### src/sv/lpwc_pkg.sv
// Package for the longest pass window center block.
// Holds tap count, word types and the all-pass center positions; no dependencies.
package lpwc_pkg;

    // Number of delay taps examined, bits 0 to TAP_COUNT-1
    localparam int TAP_COUNT = 16;
    // Width of the pass word and of the center mask
    localparam int WORD_W    = 16;

    // Centers marked when every tap passes
    localparam int ALL_LO    = (TAP_COUNT - 1) / 2;
    localparam int ALL_HI    = TAP_COUNT / 2;

    typedef logic [WORD_W-1:0]    word_t;
    typedef logic [TAP_COUNT-1:0] tap_t;
    // Taps with a zero guard bit at each end
    typedef logic [TAP_COUNT+1:0] tap_pad_t;

endpackage

### src/sv/longest_pass_window_center_top.sv
// Longest pass window center: input register, center finder, output register.
// An accepted item is held in the input register, then moves to the output register
// that drives m_tvalid once the output side is free (two register stages).
// Throughput: one item per cycle while m_tready is high; the output register also acts as skid stage.
// Reset (rst_n low, asynchronous) clears both stage valid flags; data is not reset.
// Depends on lpwc_pkg and lpwc_center.
module longest_pass_window_center_top (
    input  logic            clk,
    input  logic            rst_n,
    input  logic            s_tvalid,
    output logic            s_tready,
    input  lpwc_pkg::word_t s_tdata,   // [15:0] tap_pass_word
    output logic            m_tvalid,
    input  logic            m_tready,
    output lpwc_pkg::word_t m_tdata    // [15:0] center_mask
);
    import lpwc_pkg::*;

    logic  in_valid_reg,  in_valid_next;
    word_t in_word_reg;
    logic  out_valid_reg, out_valid_next;
    word_t out_mask_reg;
    word_t mask_comb;
    logic  out_free;
    logic  in_move;

    // Stage handshake
    assign out_free = !out_valid_reg || m_tready;
    assign in_move  = in_valid_reg && out_free;
    assign s_tready = !in_valid_reg || out_free;

    // Center finder between the two registers
    lpwc_center u_center (
        .tap_pass_word (in_word_reg),
        .center_mask   (mask_comb)
    );

    // Next valid flags
    always_comb
    begin
        in_valid_next  = in_valid_reg;
        out_valid_next = out_valid_reg;
        if (s_tvalid && s_tready)
            in_valid_next = 1'b1;
        else if (in_move)
            in_valid_next = 1'b0;
        if (in_move)
            out_valid_next = 1'b1;
        else if (m_tready)
            out_valid_next = 1'b0;
    end

    // Control registers
    always_ff @(posedge clk or negedge rst_n)
    begin
        if (!rst_n)
        begin
            in_valid_reg  <= 1'b0;
            out_valid_reg <= 1'b0;
        end
        else
        begin
            in_valid_reg  <= in_valid_next;
            out_valid_reg <= out_valid_next;
        end
    end

    // Payload registers
    always_ff @(posedge clk)
    begin
        if (s_tvalid && s_tready)
            in_word_reg <= s_tdata;
        if (in_move)
            out_mask_reg <= mask_comb;
    end

    assign m_tvalid = out_valid_reg;
    assign m_tdata  = out_mask_reg;

endmodule

### src/sv/lpwc_center.sv
// Combinational center finder: marks the centers of all longest runs of ones.
// Depends on lpwc_pkg.
module lpwc_center (
    input  lpwc_pkg::word_t tap_pass_word,
    output lpwc_pkg::word_t center_mask
);
    import lpwc_pkg::*;

    tap_t     taps;
    tap_pad_t taps_pad;
    tap_t     len_mask [1:TAP_COUNT];
    logic     len_seen [1:TAP_COUNT];
    tap_t     best_mask;
    logic     all_pass;

    // Map the input word onto the tap vector; bits beyond it are ignored
    always_comb
    begin
        for (int i = 0; i < TAP_COUNT; i++)
        begin
            if (i < WORD_W)
                taps[i] = tap_pass_word[i];
            else
                taps[i] = 1'b0;
        end
        taps_pad = {1'b0, taps, 1'b0};
        all_pass = &taps;
    end

    // For each length, find every maximal run of exactly that length and mark its
    // center; each (start, length) pair is checked independently
    always_comb
    begin
        logic run;
        for (int len = 1; len <= TAP_COUNT; len++)
        begin
            len_mask[len] = '0;
            len_seen[len] = 1'b0;
            for (int s = 0; s <= TAP_COUNT - len; s++)
            begin
                // Guard bits: taps_pad[s] is tap s-1, taps_pad[s+len+1] is tap s+len
                run = !taps_pad[s] && !taps_pad[s + len + 1];
                for (int k = 0; k < len; k++)
                    run = run && taps[s + k];
                if (run)
                    len_mask[len][s + (len - 1) / 2] = 1'b1;
                len_seen[len] = len_seen[len] || run;
            end
        end
    end

    // Pick the mask of the greatest length present; all-pass marks both middles
    always_comb
    begin
        best_mask = '0;
        for (int len = 1; len <= TAP_COUNT; len++)
        begin
            if (len_seen[len])
                best_mask = len_mask[len];
        end
        if (all_pass)
        begin
            best_mask         = '0;
            best_mask[ALL_LO] = 1'b1;
            best_mask[ALL_HI] = 1'b1;
        end
    end

    // Fit to the output field; centers past its top are dropped
    always_comb
    begin
        for (int i = 0; i < WORD_W; i++)
        begin
            if (i < TAP_COUNT)
                center_mask[i] = best_mask[i];
            else
                center_mask[i] = 1'b0;
        end
    end

endmodule

### config.mk
export PLATFORM = sky130hd
export DESIGN_NAME = longest_pass_window_center_top
export DESIGN_NICKNAME = d
export VERILOG_FILES = /design/src/sv/lpwc_pkg.sv /design/src/sv/longest_pass_window_center_top.sv /design/src/sv/lpwc_center.sv
export SDC_FILE = /design/constraint.sdc
export NUM_CORES = 1
export LEC_CHECK = 0
export BUFFER_PORTS_ARGS = -buffer_cell sky130_fd_sc_hd__buf_2
export CORE_MARGIN = 2
export CORE_UTILIZATION = 61
export DETAILED_ROUTE_END_ITERATION = 6
export PLACE_DENSITY = 0.91
export SYNTH_ARGS = -nofsm -noshare
export SYNTH_HDL_FRONTEND = slang
export SYNTH_SLANG_ARGS = --single-unit
### constraint.sdc
create_clock -name clk -period 3.3 [get_ports clk]
set_input_delay 0.33 -clock clk [delete_from_list [all_inputs] [get_ports clk]]
set_output_delay 0.33 -clock clk [all_outputs]
set_load 0.005 [all_outputs]
==> run metrics, run 1 <==
Mapped Cells about 520; Cell Area, Synth 4200 um2; Worst Tran Pin Value 0.741 ns; Crit Path Max Fanout 18; clk sink count 34; Slew Limit Fails 0; static leakage approximately 1.9 nW; diode count 0; drt initial violations approximately 1200; total CTS buffers 5; Worst Hold Class in2reg; remaining global-route overflow 0; row count 30; synth cell count leaders buf_2, nor2_1, edfxtp_1; Crit. End Element flop; WHS Endpoint in_word_reg[11]; Core Area ~6700 um2; Top Ports 38; vias 5362; root buf cell clkbuf_8; Hold Path Depth 1; Total GRT Usage a little under half; # fillers 483; Clock transition at path regs approximately 0.070 ns; Clk Latency, worst-skew pair roughly 0.30 ns; final setup margin 0.0845 ns; Worst EP required 3.34 ns; DR pass1 iterations 7; # setup viols final 0; Mean Syn Cell Area between 8 and 9 um2; power density of the placed cells approximately 290 nW/um2; dpl cells roughly 650; pin count of the biggest net entering global routing 24; Max Fclk around 0.31 GHz; Rel. slew slack approximately half; Starting Density 62.5%; GP Congestion between 1 and 1.5; maxcap violations 0; Worst VDD drop approximately 260 uV; FF/Latch Area 1010 um2; initial antenna violation count 0; r2r worst-path depth 9; syn nets 544; FFs w/ async S/R, synth ~6%; end of the worst register-to-register path m_tdata[8]; overall power between 1 and 1.5 mW; area grow syn2layout 16.9%; Multi-input gate area 2890 um2; TritonCTS clock tree built; hold path start s_tdata[11]; Syn. warnings 0; status complete, but fails checks; largest area contributor in the netlist edfxtp_1; PortBufs 37; post-DR wirelength/cell ~27 um; Period minus WS final around 3.2 ns; first-pass GRT wire length about 27000 um; vias per cell approximately 8; top post-synthesis cells by area edfxtp_1, buf_2, nand2b_1, a21oi_1, nor2_1; FF+latch count, synth 34; Die W between 80 and 90 um; reg2reg setup slack about 0.085 ns; Clock Tree Buf Depth 2; sequential fraction of the synthesis area 24.1%; DP HPWL around 13000 um; fin crit share roughly 97%; Nets 606; failing checks design-rule violations; Die Area 7570 um2; vias in the first global route roughly 5000; Post-route DRC 49; Worst Setup Start Kind flop; DP Worst Slack between 0.002 and 0.003 ns; H-tree levels 2; Layout Skew around 0.008 ns; Final Hold Viols 0; library cells used by synthesis 80; Primary FF master, synth edfxtp_1; most common cell in the netlist buf_2; crit path kind reg2reg; Routed WL 17800 um; worst hold slack 0.206 ns; die height 87.0 um; Layout Cells excl Fill between 600 and 700; Critical Path AT about 3.3 ns; Post-synth EDFFs 32; share of cells above drive strength 1 between 20% and 30%; post-route ant nets 0; Yosys top cell area share a little under a quarter; Reg-to-Reg Start in_word_reg[11]
==> layer usage <==
layer	wire (um)	track usage, %
met1	6170	58.9
met4	1580	25.7
met2	7190	68.1
met3	2860	14.8
met5	0	0
==> cell families after synthesis <==
family,Yosys count,synth area share (%)
AOI/OAI and AO/OA,168,27.6
muxes,12,3.04
DFF,34,24.1
buffers and inverters,68,7.80
and+or+nand+nor,242,37.5
==> layout by cell type, fill, tap and decap left out, types with 10 or more instances in the layout <==
cell type and n:
buf_4 74, buf_2 37, nor2_1 34, edfxtp_1 32, nand2_1 29, a21oi_1 29, nand2b_1 28, o21ai_0 24
o22ai_1 19, nor3_1 19, nand3_1 14, nand4b_1 12, a31oi_1 11, o211ai_1 10
==> what timing repair did <==
action                                  in CTS  in global routing
hold buffers                                 1                  0
endpoints found under the hold margin        2                  0
gates resized for setup                      1                  4
endpoints found under the setup margin       2                  9
buffers inserted                             0                  4
==> how the worst max path moves through the flow <==
stage          cells past startpoint             from  slack (ns)           to
4_1_cts                            8   in_word_reg[7]        0.01   m_tdata[6]
3_3_place_gp                       8   in_word_reg[8]       -0.05  m_tdata[14]
2_1_floorplan                      8   in_word_reg[8]        0.77   m_tdata[3]
5_1_grt                            9  in_word_reg[11]      -0.005   m_tdata[8]
3_5_place_dp                       8   in_word_reg[8]       0.003  m_tdata[14]
6_report                           9  in_word_reg[11]        0.08   m_tdata[8]
==> power breakdown <==
part / internal [mW] / leakage, nW / switching (mW) / total (mW)
sequential: 0.516 / 0.335 / 0.0497 / 0.565
clock: 0.145 / 0.0426 / 0.156 / 0.301
combinational: 0.214 / 1.51 / 0.323 / 0.537
total: 0.874 / 1.89 / 0.529 / 1.40
==> metrics by stage <==
| stage | area, um2 | util (%) | TNS, ns |
|---|---|---|---|
| floorplan | 4200 | - | 0 |
| global placement | 4760 | 70.8 | -0.109 |
| detailed placement | 4760 | 70.8 | 0 |
| CTS | 4850 | 72.2 | 0 |
| global route | 4910 | 73.1 | -0.00462 |
| finish | 4910 | 73.1 | 0 |
==> final cells by class <==
type,instances,share of cell area [%]
multi-input cells,422,58.9
flip-flops and latches,34,20.6
repair buffers,114,16.1
well taps,80,2.04
clock buffers,6,1.48
inverters,9,0.688
clock inverters,2,0.178
==> worst max-delay path, cell delays in order (launching register included) <==
cell and delay, ns:
edfxtp_1 0.72, nand2b_1 0.33, buf_4 0.24, o32a_1 0.21, o32a_1 0.26, nand2_1 0.22
buf_4 0.21, or4bb_1 0.47, a31oi_1 0.20, o21ai_1 0.09
(Power assumes the default switching activity.)
==> run 2: changes to the inputs <==
--- a/config.mk
+++ b/config.mk
@@ -9,7 +9,7 @@
 export CORE_MARGIN = 2
 export CORE_UTILIZATION = 61
 export DETAILED_ROUTE_END_ITERATION = 6
-export PLACE_DENSITY = 0.91
+export PLACE_DENSITY = 0.86
 export SYNTH_ARGS = -nofsm -noshare
 export SYNTH_HDL_FRONTEND = slang
 export SYNTH_SLANG_ARGS = --single-unit
==> run 2 against run 1 <==
- the flow still finishes with violations (design-rule violations)
- global-route usage up 0.55 points
- first-iteration DRC count rose by 24%
- count of clock-buffer cells in the layout is 1 higher
- utilization decreased by 0.86 points
- non-clock buffer count fell by 5
- sequential share of layout area grew 0.24 points
- critical endpoint is now m_tdata[14]
- highest routed layer is now met5
==> run metrics, run 2 (synthesized netlist as in run 1, its figures left out) <==
status complete, but fails checks; failing checks design-rule violations; Worst EP required 3.47 ns; total CTS buffers 5; diode count 0; Final TNS setup 0 ns; row count 30; DP Worst Slack approximately 0.25 ns; post-route ant nets 0; pin count of the biggest net entering global routing 24; Crit path max-delay family simple AND/OR/NAND/NOR gates; maxcap violations 0; Worst Setup Start Kind flop; Period minus WS final 3.23 ns; share of cells above drive strength 1 24.7%; H-tree levels 2; initial antenna violation count 0; Worst Tran Pin Value about 0.76 ns; most frequent cells in the layout buf_4, buf_2, nor2_1; final setup margin approximately 0.069 ns; remaining global-route overflow 0; Buf/Inv on CP 0; Clock transition at path regs roughly 0.070 ns; Clk Latency, worst-skew pair approximately 0.30 ns; clk sink count 34; Layout Skew 0.00919 ns; Final Hold Viols 0; Nets between 600 and 700; vias approximately 5400; Die W 87.0 um; TritonCTS clock tree built; Starting Density between 60 and 70%; GP Congestion 1.17; Top Ports 38; crit path kind reg2reg; Slew Limit Fails 0; Crit. End Element flop; Critical Path AT about 3.4 ns; Rel. slew slack approximately half; worst hold slack about 0.20 ns; DR pass1 iterations 7; # setup viols final 0; cell area after layout just under 5000 um2; most common cell after layout, fill and taps aside buf_4; Total GRT Usage 46.6%; Max Fclk 0.309 GHz; Core Area between 6000 and 7000 um2; Clock Tree Buf Depth 2; vias in the first global route a little under 5000; fin crit share between 90% and 100%; crit path max-delay cell type edfxtp_1; drt initial violations between 1000 and 1500; static leakage 1.87 nW; CP peak stage delay between 0.7 and 0.8 ns; die height 87.0 um; Post-route DRC 18; first-pass GRT wire length 26800 um; PortBufs 37; root buf cell clkbuf_8; setup repair after global routing missed its margin no; vias per cell about 8.2; worst-path cell chain nand2b_1 -> o22ai_1 -> a311oi_1 -> nand2_1 -> nor3_1 -> nor4b_4 -> and4_1; area grow syn2layout 15.5%; Crit Path Max Fanout 14; Worst Hold Class in2reg; Die Area 7570 um2; DP HPWL roughly 13000 um; power density of the placed cells around 290 nW/um2; post-DR wirelength/cell between 20 and 30 um; Post-DP Area ~4700 um2; Worst VDD drop 225 uV; Routed WL approximately 18000 um
-- run 2: layer usage --
metal	global-route usage, %	part of all wire, %
met5	3.50	0.16
met4	29.0	9.8
met3	14.4	17
met2	66.2	40
met1	60.8	33
-- run 2: timing repair --
action,4_1_cts,5_1_grt
hold buffers,1,0
setup endpoints to repair,0,1
buffers inserted,0,1
hold endpoints to repair,2,0
gates resized for setup,0,0
-- run 2: cell type report --
| type | count | area, um2 |
|---|---|---|
| multi-input combinational | 422 | 2860 |
| fill | 518 | 1870 |
| sequential | 34 | 1010 |
| timing repair buffer | 109 | 753 |
| tap | 80 | 100 |
| clock buffer | 7 | 86.3 |
| inverter | 9 | 33.8 |
| clock inverter | 1 | 5.00 |
-- run 2: worst paths after layout --
kind / slack (ns) / start / endpoint / cells after the start
worst min register to register: 0.48 / in_valid_reg / m_tvalid / 1
min in group asynchronous: 0.35 / rst_n / m_tvalid / 2
max in group asynchronous: 2.86 / rst_n / in_valid_reg / 2
worst max register to register: 0.07 / in_word_reg[13] / m_tdata[14] / 7
worst max-delay path: 0.07 / in_word_reg[13] / m_tdata[14] / 7
worst min-delay path: 0.20 / s_tdata[3] / in_word_reg[3] / 1
-- run 2: report_power, final --
group / switching [mW] / internal (mW) / total, mW / leakage, nW
Combinational: 0.325 / 0.210 / 0.534 / 1.48
Sequential: 0.0490 / 0.516 / 0.565 / 0.335
Clock: 0.156 / 0.168 / 0.325 / 0.0482
Total: 0.530 / 0.894 / 1.42 / 1.87
-- run 2: metrics by stage --
step | cells | utilization (%) | power (mW)
4_1_cts | 661 | 72.1 | 1.39
6_report | 662 | 72.2 | 1.42
5_1_grt | 662 | 72.2 | 1.45
3_5_place_dp | 652 | 70.6 | 1.07
2_1_floorplan | 524 | - | 0.869
3_3_place_gp | 652 | 70.6 | 1.06
